===== src/rtl/core/pse_pkg.sv =====
// shared types and constants of the postfix stack evaluator
// no dependencies; used by the core, front end, queue, back end and testbench
package pse_pkg;

    // width of one stack value (signed fixed point)
    localparam int VAL_W = 48;
    // width of the stack fill count as seen by the monitor struct
    localparam int MON_CNT_W = 11;
    // wide working width for number conversion (32 integer bits plus up to 25 fraction bits)
    localparam int CONV_W = 57;

    localparam logic signed [VAL_W-1:0] VAL_MAX = 48'sh7FFF_FFFF_FFFF;
    localparam logic signed [VAL_W-1:0] VAL_MIN = 48'sh8000_0000_0000;

    // token classes, encoded as the action field
    typedef enum logic [2:0] {
        OP_NUM = 3'd0,
        OP_ADD = 3'd1,
        OP_SUB = 3'd2,
        OP_MUL = 3'd3,
        OP_DIV = 3'd4,
        OP_END = 3'd5,
        OP_BAD = 3'd6
    } op_t;

    // status codes of a result
    typedef enum logic [1:0] {
        ST_OK        = 2'd0,
        ST_MALFORMED = 2'd1,
        ST_DIVZERO   = 2'd2,
        ST_OVERFLOW  = 2'd3
    } status_t;

    // back-end sequencer states
    typedef enum logic [2:0] {
        S_IDLE   = 3'd0,
        S_MUL    = 3'd1,
        S_MSAT   = 3'd2,
        S_DIV    = 3'd3,
        S_DSAT   = 3'd4,
        S_COMMIT = 3'd5
    } state_t;

    // classified token as held in the queue
    typedef struct packed {
        op_t                     op;
        logic signed [VAL_W-1:0] value;
    } item_t;

    // back-end status seen by the top level
    typedef struct packed {
        logic [MON_CNT_W-1:0] count;
        status_t              err;
        logic                 end_take;
    } mon_t;

endpackage


===== src/rtl/core/pse_queue.sv =====
// two-entry queue of classified tokens between front and back end
// depends on pse_pkg
module pse_queue (
    input  logic            clk,
    input  logic            rst_n,
    input  logic            push,
    input  pse_pkg::item_t  push_item,
    output logic            full,
    input  logic            pop,
    output logic            valid,
    output pse_pkg::item_t  head
);

    pse_pkg::item_t slot_reg [2];
    logic           wr_ptr_reg, wr_ptr_next;
    logic           rd_ptr_reg, rd_ptr_next;
    logic [1:0]     cnt_reg, cnt_next;

    assign full  = (cnt_reg == 2'd2);
    assign valid = (cnt_reg != 2'd0);
    assign head  = slot_reg[rd_ptr_reg];

    // pointer and fill count update
    always_comb
    begin
        wr_ptr_next = wr_ptr_reg ^ push;
        rd_ptr_next = rd_ptr_reg ^ pop;
        cnt_next    = cnt_reg + 2'(push) - 2'(pop);
    end

    always_ff @(posedge clk or negedge rst_n)
    begin
        if (!rst_n)
        begin
            wr_ptr_reg <= 1'b0;
            rd_ptr_reg <= 1'b0;
            cnt_reg    <= 2'd0;
        end
        else
        begin
            wr_ptr_reg <= wr_ptr_next;
            rd_ptr_reg <= rd_ptr_next;
            cnt_reg    <= cnt_next;
        end
    end

    // storage
    always_ff @(posedge clk)
    begin
        if (push)
        begin
            slot_reg[wr_ptr_reg] <= push_item;
        end
    end

endmodule


===== config.mk =====
export PLATFORM = sky130hd
export DESIGN_NAME = pse_queue
export DESIGN_NICKNAME = d
export VERILOG_FILES = /design/src/rtl/core/pse_pkg.sv /design/src/rtl/core/pse_queue.sv
export SDC_FILE = /design/constraint.sdc
export NUM_CORES = 1
export LEC_CHECK = 0
export ABC_AREA = 0
export BUFFER_PORTS_ARGS = -buffer_cell sky130_fd_sc_hd__buf_4
export CORE_MARGIN = 2
export CORE_UTILIZATION = 59
export CTS_BUF_LIST = sky130_fd_sc_hd__clkbuf_4 sky130_fd_sc_hd__clkbuf_8
export DETAILED_ROUTE_END_ITERATION = 7
export GPL_TIMING_DRIVEN = 1
export PLACE_DENSITY = 0.85
export SLEW_MARGIN = 20
export SYNTH_ARGS = -nofsm -noshare
export SYNTH_HDL_FRONTEND = slang
export SYNTH_SLANG_ARGS = --single-unit

===== constraint.sdc =====
create_clock -name clk -period 6.3 [get_ports clk]
set_input_delay 1.26 -clock clk [delete_from_list [all_inputs] [get_ports clk]]
set_output_delay 1.26 -clock clk [all_outputs]
set_load 0.02 [all_outputs]

==> Word-level counts from Yosys, hierarchy flattened <==
Memory sizes are Yosys's and may differ from the RTL's.
Cells that the tools add are included.
W data, S select, Z words.
{ "word_totals": {"mem_bits_rw": 102, "memories": 1, "register_bits": 4, "input_bits": 55, "output_inout_bits": 53} }
{ "mem_list": {"columns": ["memory", "depth", "word_bits", "rd", "rd_clocked_by_memory_dff", "write_ports", "line", "text"], "rows": [
  ["slot_reg", 2, 51, 1, 0, 1, "pse_queue.sv:14", "pse_pkg::item_t slot_reg [2];"]
]} }
{ "op_classes": {"mux": 2, "bitwise": 2, "eq_ne": 1, "reduce_logical": 1, "add_sub_neg": 2} }
{ "ops": {"columns": ["cell", "n"], "rows": [
  ["$add A2 B1 Y2", 1],
  ["$eq A2 B2 Y1 const B", 1],
  ["$mux W1", 2],
  ["$reduce_bool A2 Y1", 1],
  ["$sub A2 B1 Y2", 1],
  ["$xor A1 B1 Y1", 2]
]} }

==> Depth between registers and ports, before layout <==
Gate-level depths: netlist of the first run.
{ "logic_depth": {"ltp_word": 2, "ltp_mapped": 5, "depth_no_buf": 5} }

==> Worst setup path after synthesis of the first run <==
No wires, ideal clock.
{ "synth_path": {"path_type": "input -> register", "from": "input port push", "to": "memory slot_reg[0][0] (netlist name) (enable)", "arrival_time_ns": 2.519, "cell_stages": 1, "path_buffers": 0, "setup_slack_ns": 3.367, "setup_ns": 0.414, "path_cell_list": "ha_1"} }
{ "synth_via": {"elab_chain_cells": 2} }
{ "synth_lines": {"columns": ["item", "line", "text"], "rows": [
  ["start, declared", "pse_queue.sv:6", "input logic push,"],
  ["$mux W1", "pse_queue.sv:50", "if (push)"],
  ["$mux W1 (not written as such)", "pse_queue.sv:52", "slot_reg[wr_ptr_reg] <= push_item;"],
  ["end, declared", "pse_queue.sv:14", null]
]} }
Every way passes these cells.

==> results of run 1 <==
-- worst max path at each step --
stage	from	to	slack (ps)	depth (start not counted)
finish	rd_ptr_reg	head[50]	3000	2
global route	rd_ptr_reg	head[50]	2940	2
CTS	rd_ptr_reg	head[50]	2980	2
detailed placement	rd_ptr_reg	head[50]	3390	2
global placement	rd_ptr_reg	head[0]	3400	2
floorplan	push	slot_reg[0][0]	3370	1
-- synth_stat cells --
library cell / instances / area, sq um
ha_1: 4 / 50.1
xor3_1: 1 / 23.8
mux2_2: 2 / 22.5
xor2_1: 1 / 8.76
inv_1: 4 / 15.0
mux2_4: 49 / 736
or2_2: 1 / 6.26
buf_12: 5 / 100
edfxtp_1: 102 / 3060
dfrtp_1: 4 / 100
buf_6: 1 / 11.3
nor2b_1: 1 / 6.26
-- where the power goes --
part	leakage (uW)	internal [uW]	switching (uW)
Combinational	0.00101	463	375
Clock	0.000114	245	208
Sequential	0.00100	937	125
Total	0.00212	1640	708
-- layer usage --
metal  vias to the layer above  GRT usage (%)
li1                        906              -
met1                       954           20.9
met2                        59           29.6
met5                         -              0
met4                         0           6.71
met3                         7           3.86
-- area by class of cell --
cell class / instances / area (sq um)
clock inverter: 4 / 76.3
sequential: 106 / 3170
tap: 96 / 120
inverter: 4 / 15.0
timing repair buffer: 109 / 818
multi-input combinational: 59 / 858
clock buffer: 12 / 153
fill: 411 / 1590
-- cell families after synthesis --
logic type,after synthesis,share of synthesized area [%]
XOR/XNOR,2,0.785
buffers and inverters,10,3.05
multiplexers,51,18.3
flip-flops,106,76.4
adder cells (fa/ha/maj),4,1.21
AND/OR/NAND/NOR,2,0.302
-- stage by stage --
step	instance area [sq um]	worst slack (ps)	std cells	power [uW]	utilization (%)
finish	5210	3000	390	2350	76.6
global route	5210	2940	390	2450	76.6
CTS	5210	2980	390	2380	76.6
detailed placement	4980	3390	374	1930	73.3
global placement	4980	3400	374	1910	73.3
floorplan	4140	3370	175	1680	-
-- cell usage in the layout (no fill, tap or decap), drive strengths merged --
cell / instances
inv: 4
ha: 4
nor2b: 1
buf: 109
clkbuf: 12
xor2: 1
or2: 1
edfxtp: 102
xor3: 1
clkinv: 1
bufinv: 2
mux2: 51
clkinvlp: 1
dfrtp: 4
-- worst max-delay path, cell delays in order, from the launching register on --
cell     delay, ps
dfrtp_4       1070
mux2_2         430
buf_4          160
==> results by group, run 1 <==
Worst hold path
  – Worst Hold Depth: 1
  – Worst hold start: cnt_reg[1]
  – Worst Hold End: cnt_reg[1]
  – Hold crit path type: reg2reg

Critical path
  – Critical setup path kind: reg2out
  – CP Max Fanout: between 50 and 60
  – Setup slack, reg-to-reg: approximately 4500 ps
  – Worst R2R Start: wr_ptr_reg
  – RR Endpoint: slot_reg[0][41]
  – WP data arrival: about 2000 ps
  – Worst Path Required: around 5000 ps
  – Worst Reg-to-Reg Cells: 3
  – Critical Path Sink Type: output port
  – CP Launch Type: flop

Pwr
  – Leak pwr: around 0.0021 uW
  – P per Cell Area: roughly 450 mW/mm^2
  – Peak VDD IR: about 0.00032 V

Drt
  – DR DRC count: 0
  – Number of DRC markers in iteration 0: between 90 and 100
  – Met2 routed WL: 3.54 mm
  – DR vias: 1926
  – Post-route ant nets: 0
  – DR WL/cell: 16.9 microns
  – Avg Vias per Cell: 4.94
  – Final wirelength: around 6.6 mm
  – WL met3: about 360 microns
  – Top Layer Used: met4
  – DR pass1 iterations: 4
  – Metal-1 WL: roughly 2.6 mm

Global routing
  – Gr usage total: ~17%
  – Global-route wire length before repair: about 9.5 mm
  – GRT overflow: 0
  – Initial antenna violation count: 0
  – Pin count of the biggest net entering global routing: 53
  – Vias in the first global route: between 1.5k and 2k

CTS
  – CTS buffer count: 9
  – Resized Gates After CTS: 0
  – Clock transition at the registers of the reported paths: roughly 90 ps
  – CTS tree: yes
  – Max clock buf depth: 2
  – Root buffer cell: clkbuf_8
  – Number of setup buffers added after CTS: 0
  – Hold buffers post-CTS: 0
  – Clk Latency, worst-skew pair: 350 ps
  – Maximum level of the CTS H-tree: 3
  – Clock sink count: between 100 and 150

Timing
  – Slew Viols, Final: 0
  – Period minus WS final: 3300 ps
  – Unrepaired setup endpoints after global routing: no
  – Final setup fails: 0
  – Final Cycle Share: approximately 52%
  – Final hold vios: 0
  – Hold slack: 647 ps
  – Clock Skew: roughly 11 ps
  – Max frequency: between 300 and 400 MHz
  – Setup TNS: 0 ps
  – Measured slew at the worst slew-check pin: ~960 ps
  – Relative slew slack: approximately 36%

Layout
  – ANT cells: 0
  – Area Growth Syn to Fin: 25.7%
  – Final net count: around 350
  – Largest register FFs: approximately 100
  – Share of cells above drive strength 1: between 60% and 70%

Die
  – Starting Density: between 60% and 70%
  – Die ar.: 0.00771 sq mm
  – IO Pins: between 100 and 150
  – Row cnt: 30
  – Die width: about 88 microns
  – Area of the core region: approximately 0.0068 sq mm
  – Vert. Die Dim: 87.8 microns

Synthesis
  – Seq/Total Area, Yosys: about three quarters
  – Synth Area per Inst: ~24 sq um
  – Syn_nets: between 200 and 250
  – Synthesized area: about 0.0041 sq mm
  – Unique masters post-synth: 12
  – Syn. warnings: 0
  – Post-Synthesis Cells: 175
  – FF+latch count, synth: 106

Placed design
  – Post-DP HPWL: ~4.5 mm
  – Gpl congestion: 0.678
  – PortBufs: ~110

Outcome
  – Status: complete, no violations

Job
  – Max_cap viols: 0
No activity file was read; power rests on OpenSTA's default activity.
==> inputs of run 2 (changes only) <==
- CORE_UTILIZATION: 59 -> 49
- PLACE_DENSITY: 0.85 -> 0.75
- clock period: 6.3 -> 2.7 ns (I/O delays scaled with it)
==> run 2 against run 1 <==
Sequential share of layout area is 0.17 points lower. First-iteration DRC count is 17% higher. Core utilization is 13 points lower. Global-route usage is 2.6 points lower. Final area is 0.29% higher. Clock power is 88% higher. Sequential power is 120% higher. Routed wire length is 0.15% lower. Count of clock-buffer cells in the layout is 2 lower. Clock skew is 2.4 ps lower. Largest power group unchanged. Die area is 19% higher.
==> results by group, run 2 (synthesis gave the netlist of run 1 again) <==
Placed design
  – PortBufs: between 100 and 150
  – Post-DP Area: just over 0.005 sq mm
  – Cell total after placement: 388
  – Post-DP HPWL: ~4.5 mm
  – Gpl congestion: between 0.6 and 0.7

Critical path
  – CP cell instances: buf_4 > mux2_4 > buf_4
  – CP most frequent cell: buf_4
  – Critical setup path kind: reg2out
  – CP max stage delay: 680 ps
  – Worst R2R Start: wr_ptr_reg
  – WP data arrival: around 1800 ps
  – CP startpoint: rd_ptr_reg
  – CP Launch Type: flop
  – Worst Path Required: approximately 2200 ps
  – Critical-path top delay cell: dfrtp_4
  – Worst Reg-to-Reg Cells: 3
  – Critical Path Sink Type: output port
  – CP Max Fanout: 20

Layout
  – Post-Layout Inst Area: between 0.005 and 0.006 sq mm
  – Area Growth Syn to Fin: 26.1%
  – Share of cells above drive strength 1: 61.3%
  – Commonest cells after routing, fill and taps aside: 113 x buf_4, 102 x edfxtp_1, 49 x mux2_4
  – ANT cells: 0
  – Commonest non-fill, non-tap cell in the layout: buf_4
  – Fin cells: about 410
  – Largest register FFs: roughly 100
  – Final net count: ~350

Pwr
  – Leak pwr: about 0.0021 uW
  – P per Cell Area: 1020 mW/mm^2
  – Peak VDD IR: 0.000629 V

CTS
  – Max clock buf depth: 2
  – Number of setup buffers added after CTS: 0
  – CTS tree: yes
  – Clock transition at the registers of the reported paths: ~90 ps
  – CTS buffer count: 9
  – Maximum level of the CTS H-tree: 3
  – Clk Latency, worst-skew pair: approximately 350 ps
  – Root buffer cell: clkbuf_8
  – Clock sink count: 106

Timing
  – Final Cycle Share: a little under nine tenths
  – Final setup fails: 0
  – Clock Skew: 8.43 ps
  – Setup TNS: 0 ps
  – Period minus WS final: roughly 2300 ps
  – Slew Viols, Final: 0
  – Relative slew slack: a little over 70%
  – Final hold vios: 0
  – Unrepaired setup endpoints after global routing: no
  – Measured slew at the worst slew-check pin: 414 ps
  – Hold slack: about 370 ps
  – Max frequency: roughly 430 MHz

Drt
  – Avg Vias per Cell: 4.84
  – Post-route ant nets: 0
  – Final wirelength: around 6.6 mm
  – DR pass1 iterations: 4
  – Number of DRC markers in iteration 0: between 100 and 150
  – DR vias: between 1.5k and 2k
  – DR DRC count: 0
  – DR WL/cell: 16.2 microns

Die
  – Die ar.: approximately 0.009 sq mm
  – Area of the core region: between 0.008 and 0.009 sq mm
  – Row cnt: 33
  – Die width: approximately 96 microns
  – Starting Density: a little over 50%
  – IO Pins: 108
  – Vert. Die Dim: ~96 microns

Outcome
  – Status: complete, no violations

Global routing
  – GRT overflow: 0
  – Initial antenna violation count: 0
  – Gr usage total: about 15%
  – Pin count of the biggest net entering global routing: 31
  – Global-route wire length before repair: roughly 9.7 mm
  – Vias in the first global route: slightly below 2k

Worst hold path
  – Hold crit path type: in2reg
  – Worst hold start: push_item[24]
  – Worst Hold Depth: 1

Job
  – Max_cap viols: 0
==> run 2: what timing repair did <==
item                                    in CTS  in global routing
gates resized for setup                      0                  0
endpoints found under the hold margin        4                  0
endpoints found under the setup margin       0                  0
hold buffers                                 1                  0
==> run 2: worst paths after layout <==
| path | end | slack, ps |
|---|---|---|
| hold / removal | slot_reg[0][24] | 370 |
| max in group asynchronous | rd_ptr_reg | 2070 |
| hold reg to reg | cnt_reg[1] | 620 |
| setup reg to reg | slot_reg[0][12] | 1360 |
| setup / recovery | head[49] | 370 |
| min in group asynchronous | wr_ptr_reg | 520 |
==> run 2: critical path: cells and delay by family, from the launching register on <==
family | cells | cell delay, ps
buffers and inverters | 2 | 440
muxes | 1 | 320
DFF | 1 | 680
==> run 2: per-stage QoR <==
step	worst slack, ps	total power, uW	util (%)
after global routing	316	5580	63.6
after CTS	327	5410	63.6
after detailed placement	735	4550	61.3
after floorplan	487	3910	-
final	372	5330	63.6
after global placement	733	4510	61.3
==> run 2: layout make-up <==
type,instances,area [sq um]
tap,105,131
clock buffer,10,131
multi-input combinational,59,858
sequential,106,3170
inverter,4,15.0
fill,583,2990
clock inverter,6,41.3
timing repair buffer,115,878
==> run 2: power by group <==
part	switching (uW)	internal [uW]	leakage (uW)
logic	1010	1110	0.00104
registers	168	2190	0.00100
clock network	505	348	0.0000841
==> run 2: routing by layer <==
layer / track usage, % / part of all wire, %
met2: 24.4 / 50
met3: 3.99 / 8.6
met1: 17.7 / 40
met4: 6.07 / 1.4
met5: 0 / 0
==> inputs of run 3 (changes only) <==
- CORE_UTILIZATION: 49 -> 47
- CTS_BUF_LIST: sky130_fd_sc_hd__clkbuf_4 sky130_fd_sc_hd__clkbuf_8 -> sky130_fd_sc_hd__clkbuf_16
- PLACE_DENSITY: 0.75 -> 0.72
==> run 3 against run 2 <==
Core utilization down 1.5 points. Critical endpoint is now head[1]. Final area is 2.7% higher. Global-route usage is 0.56 points lower. Combinational power hardly changed. Count of clock-buffer cells in the layout is 1 lower. Maximum frequency down 2.8%. Clock power is 55% higher. Largest cell class unchanged. Non-clock buffer count shrank 1.
==> results by group, run 3 (synthesis gave the netlist of run 1 again) <==
Layout
  – Share of cells above drive strength 1: 61.5%
  – Finished Core Util: 62.1%
  – Area Growth Syn to Fin: 29.4%
  – Largest register FFs: slightly above 100
  – Final net count: 353
  – ANT cells: 0
  – Commonest cells after routing, fill and taps aside: 112 x buf_4, 102 x edfxtp_1, 49 x mux2_4
  – Commonest non-fill, non-tap cell in the layout: buf_4

CTS
  – Resized Gates After CTS: 0
  – Maximum level of the CTS H-tree: 3
  – Max clock buf depth: 2
  – Clock transition at the registers of the reported paths: 70 ps
  – Hold buffers post-CTS: 1
  – Clk Latency, worst-skew pair: ~340 ps
  – CTS tree: yes
  – Root buffer cell: clkbuf_16
  – Number of setup buffers added after CTS: 0
  – CTS buffer count: 9
  – Clock sink count: 106

Pwr
  – Peak VDD IR: 0.000653 V
  – P per Cell Area: about 1100 mW/mm^2
  – Leak pwr: between 0.002 and 0.0025 uW

Drt
  – Met2 routed WL: 3.48 mm
  – Avg Vias per Cell: between 4 and 5
  – DR pass1 iterations: 4
  – Number of DRC markers in iteration 0: 60
  – Final wirelength: about 6.6 mm
  – Post-route ant nets: 0
  – WL met3: 395 microns
  – DR WL/cell: 16.2 microns
  – DR DRC count: 0
  – Top Layer Used: met4
  – Metal-1 WL: 2.66 mm
  – DR vias: 1955

Global routing
  – Pin count of the biggest net entering global routing: 33
  – Global-route wire length before repair: roughly 10 mm
  – Gr usage total: between 10% and 20%
  – Initial antenna violation count: 0
  – GRT overflow: 0
  – Vias in the first global route: around 2k

Critical path
  – WP data arrival: 1850 ps
  – Critical setup path kind: reg2out
  – Critical Path Sink Type: output port
  – Setup slack, reg-to-reg: between 1000 and 1500 ps
  – Critical-path top delay cell: dfrtp_4
  – CP startpoint: rd_ptr_reg
  – CP most frequent cell: buf_4
  – Worst Reg-to-Reg Cells: 2
  – Worst Path Required: 2160 ps
  – CP cell instances: buf_4 > mux2_4 > buf_4
  – CP Launch Type: flop
  – Critical Path End: head[1]
  – RR Endpoint: slot_reg[1][15]
  – Worst R2R Start: wr_ptr_reg
  – CP Max Fanout: 25
  – CP max stage delay: ~730 ps

Placed design
  – Post-DP HPWL: between 4 and 5 mm
  – PortBufs: roughly 110
  – Gpl congestion: around 0.69

Die
  – Area of the core region: roughly 0.0086 sq mm
  – Row cnt: 34
  – Vert. Die Dim: approximately 100 microns
  – IO Pins: approximately 110
  – Die ar.: about 0.0096 sq mm
  – Starting Density: between 40% and 50%
  – Die width: approximately 100 microns

Timing
  – Final Cycle Share: 88.7%
  – Slew Viols, Final: 0
  – Relative slew slack: between 60% and 70%
  – Clock Skew: approximately 5.8 ps
  – Measured slew at the worst slew-check pin: between 400 and 500 ps
  – Setup TNS: 0 ps
  – Final setup fails: 0
  – Max frequency: approximately 420 MHz
  – Unrepaired setup endpoints after global routing: no
  – Period minus WS final: around 2400 ps
  – Final hold vios: 0

Worst hold path
  – Hold crit path type: in2reg

Job
  – Max_cap viols: 0

Outcome
  – Status: complete, no violations
==> run 3: power breakdown <==
| group | total, uW | leakage (uW) | switching [uW] | internal (uW) |
|---|---|---|---|---|
| Sequential | 2370 | 0.00100 | 185 | 2190 |
| Combinational | 2090 | 0.00104 | 981 | 1100 |
| Clock | 1320 | 0.000147 | 588 | 736 |
| Total | 5780 | 0.00219 | 1750 | 4030 |
==> run 3: worst max-delay path: cells and delay by family (launching register included) <==
kind	cells	cell delay (ps)
buffers and inverters	2	460
DFF	1	730
muxes	1	320
==> run 3: area by class of cell <==
type                       instances  area [sq um]
tap                              108           135
inverter                           4          15.0
clock inverter                     7          90.1
clock buffer                       9           225
timing repair buffer             114           871
multi-input combinational         59           858
fill                             645          3270
sequential                       106          3170
==> run 3: metal layers <==
metal  global-route usage [%]  vias up
met1                     16.7      968
met4                     5.13        0
met2                     23.7       61
li1                         -      919
met3                     4.51        7
met5                        0        -
==> run 3: per-stage QoR <==
stage	power (uW)	instances	area (sq um)	setup slack (ps)	hold WS (ps)
2_1_floorplan	3910	175	4140	487	244
3_3_place_gp	4500	390	5040	662	338
3_5_place_dp	4540	390	5040	636	341
4_1_cts	5860	407	5360	265	371
5_1_grt	6050	407	5360	214	363
6_report	5780	407	5360	305	380
==> run 3: worst min-delay path by stage <==
stage / end / slack [ps] / from / cells past startpoint
after detailed placement: cnt_reg[0] / 340 / rst_n / 1
after CTS: slot_reg[1][20] / 370 / push_item[20] / 1
after global placement: cnt_reg[0] / 340 / rst_n / 1
after global routing: slot_reg[0][28] / 360 / push_item[28] / 1
final: slot_reg[0][44] / 380 / push_item[44] / 1
after floorplan: cnt_reg[0] / 240 / rst_n / 0
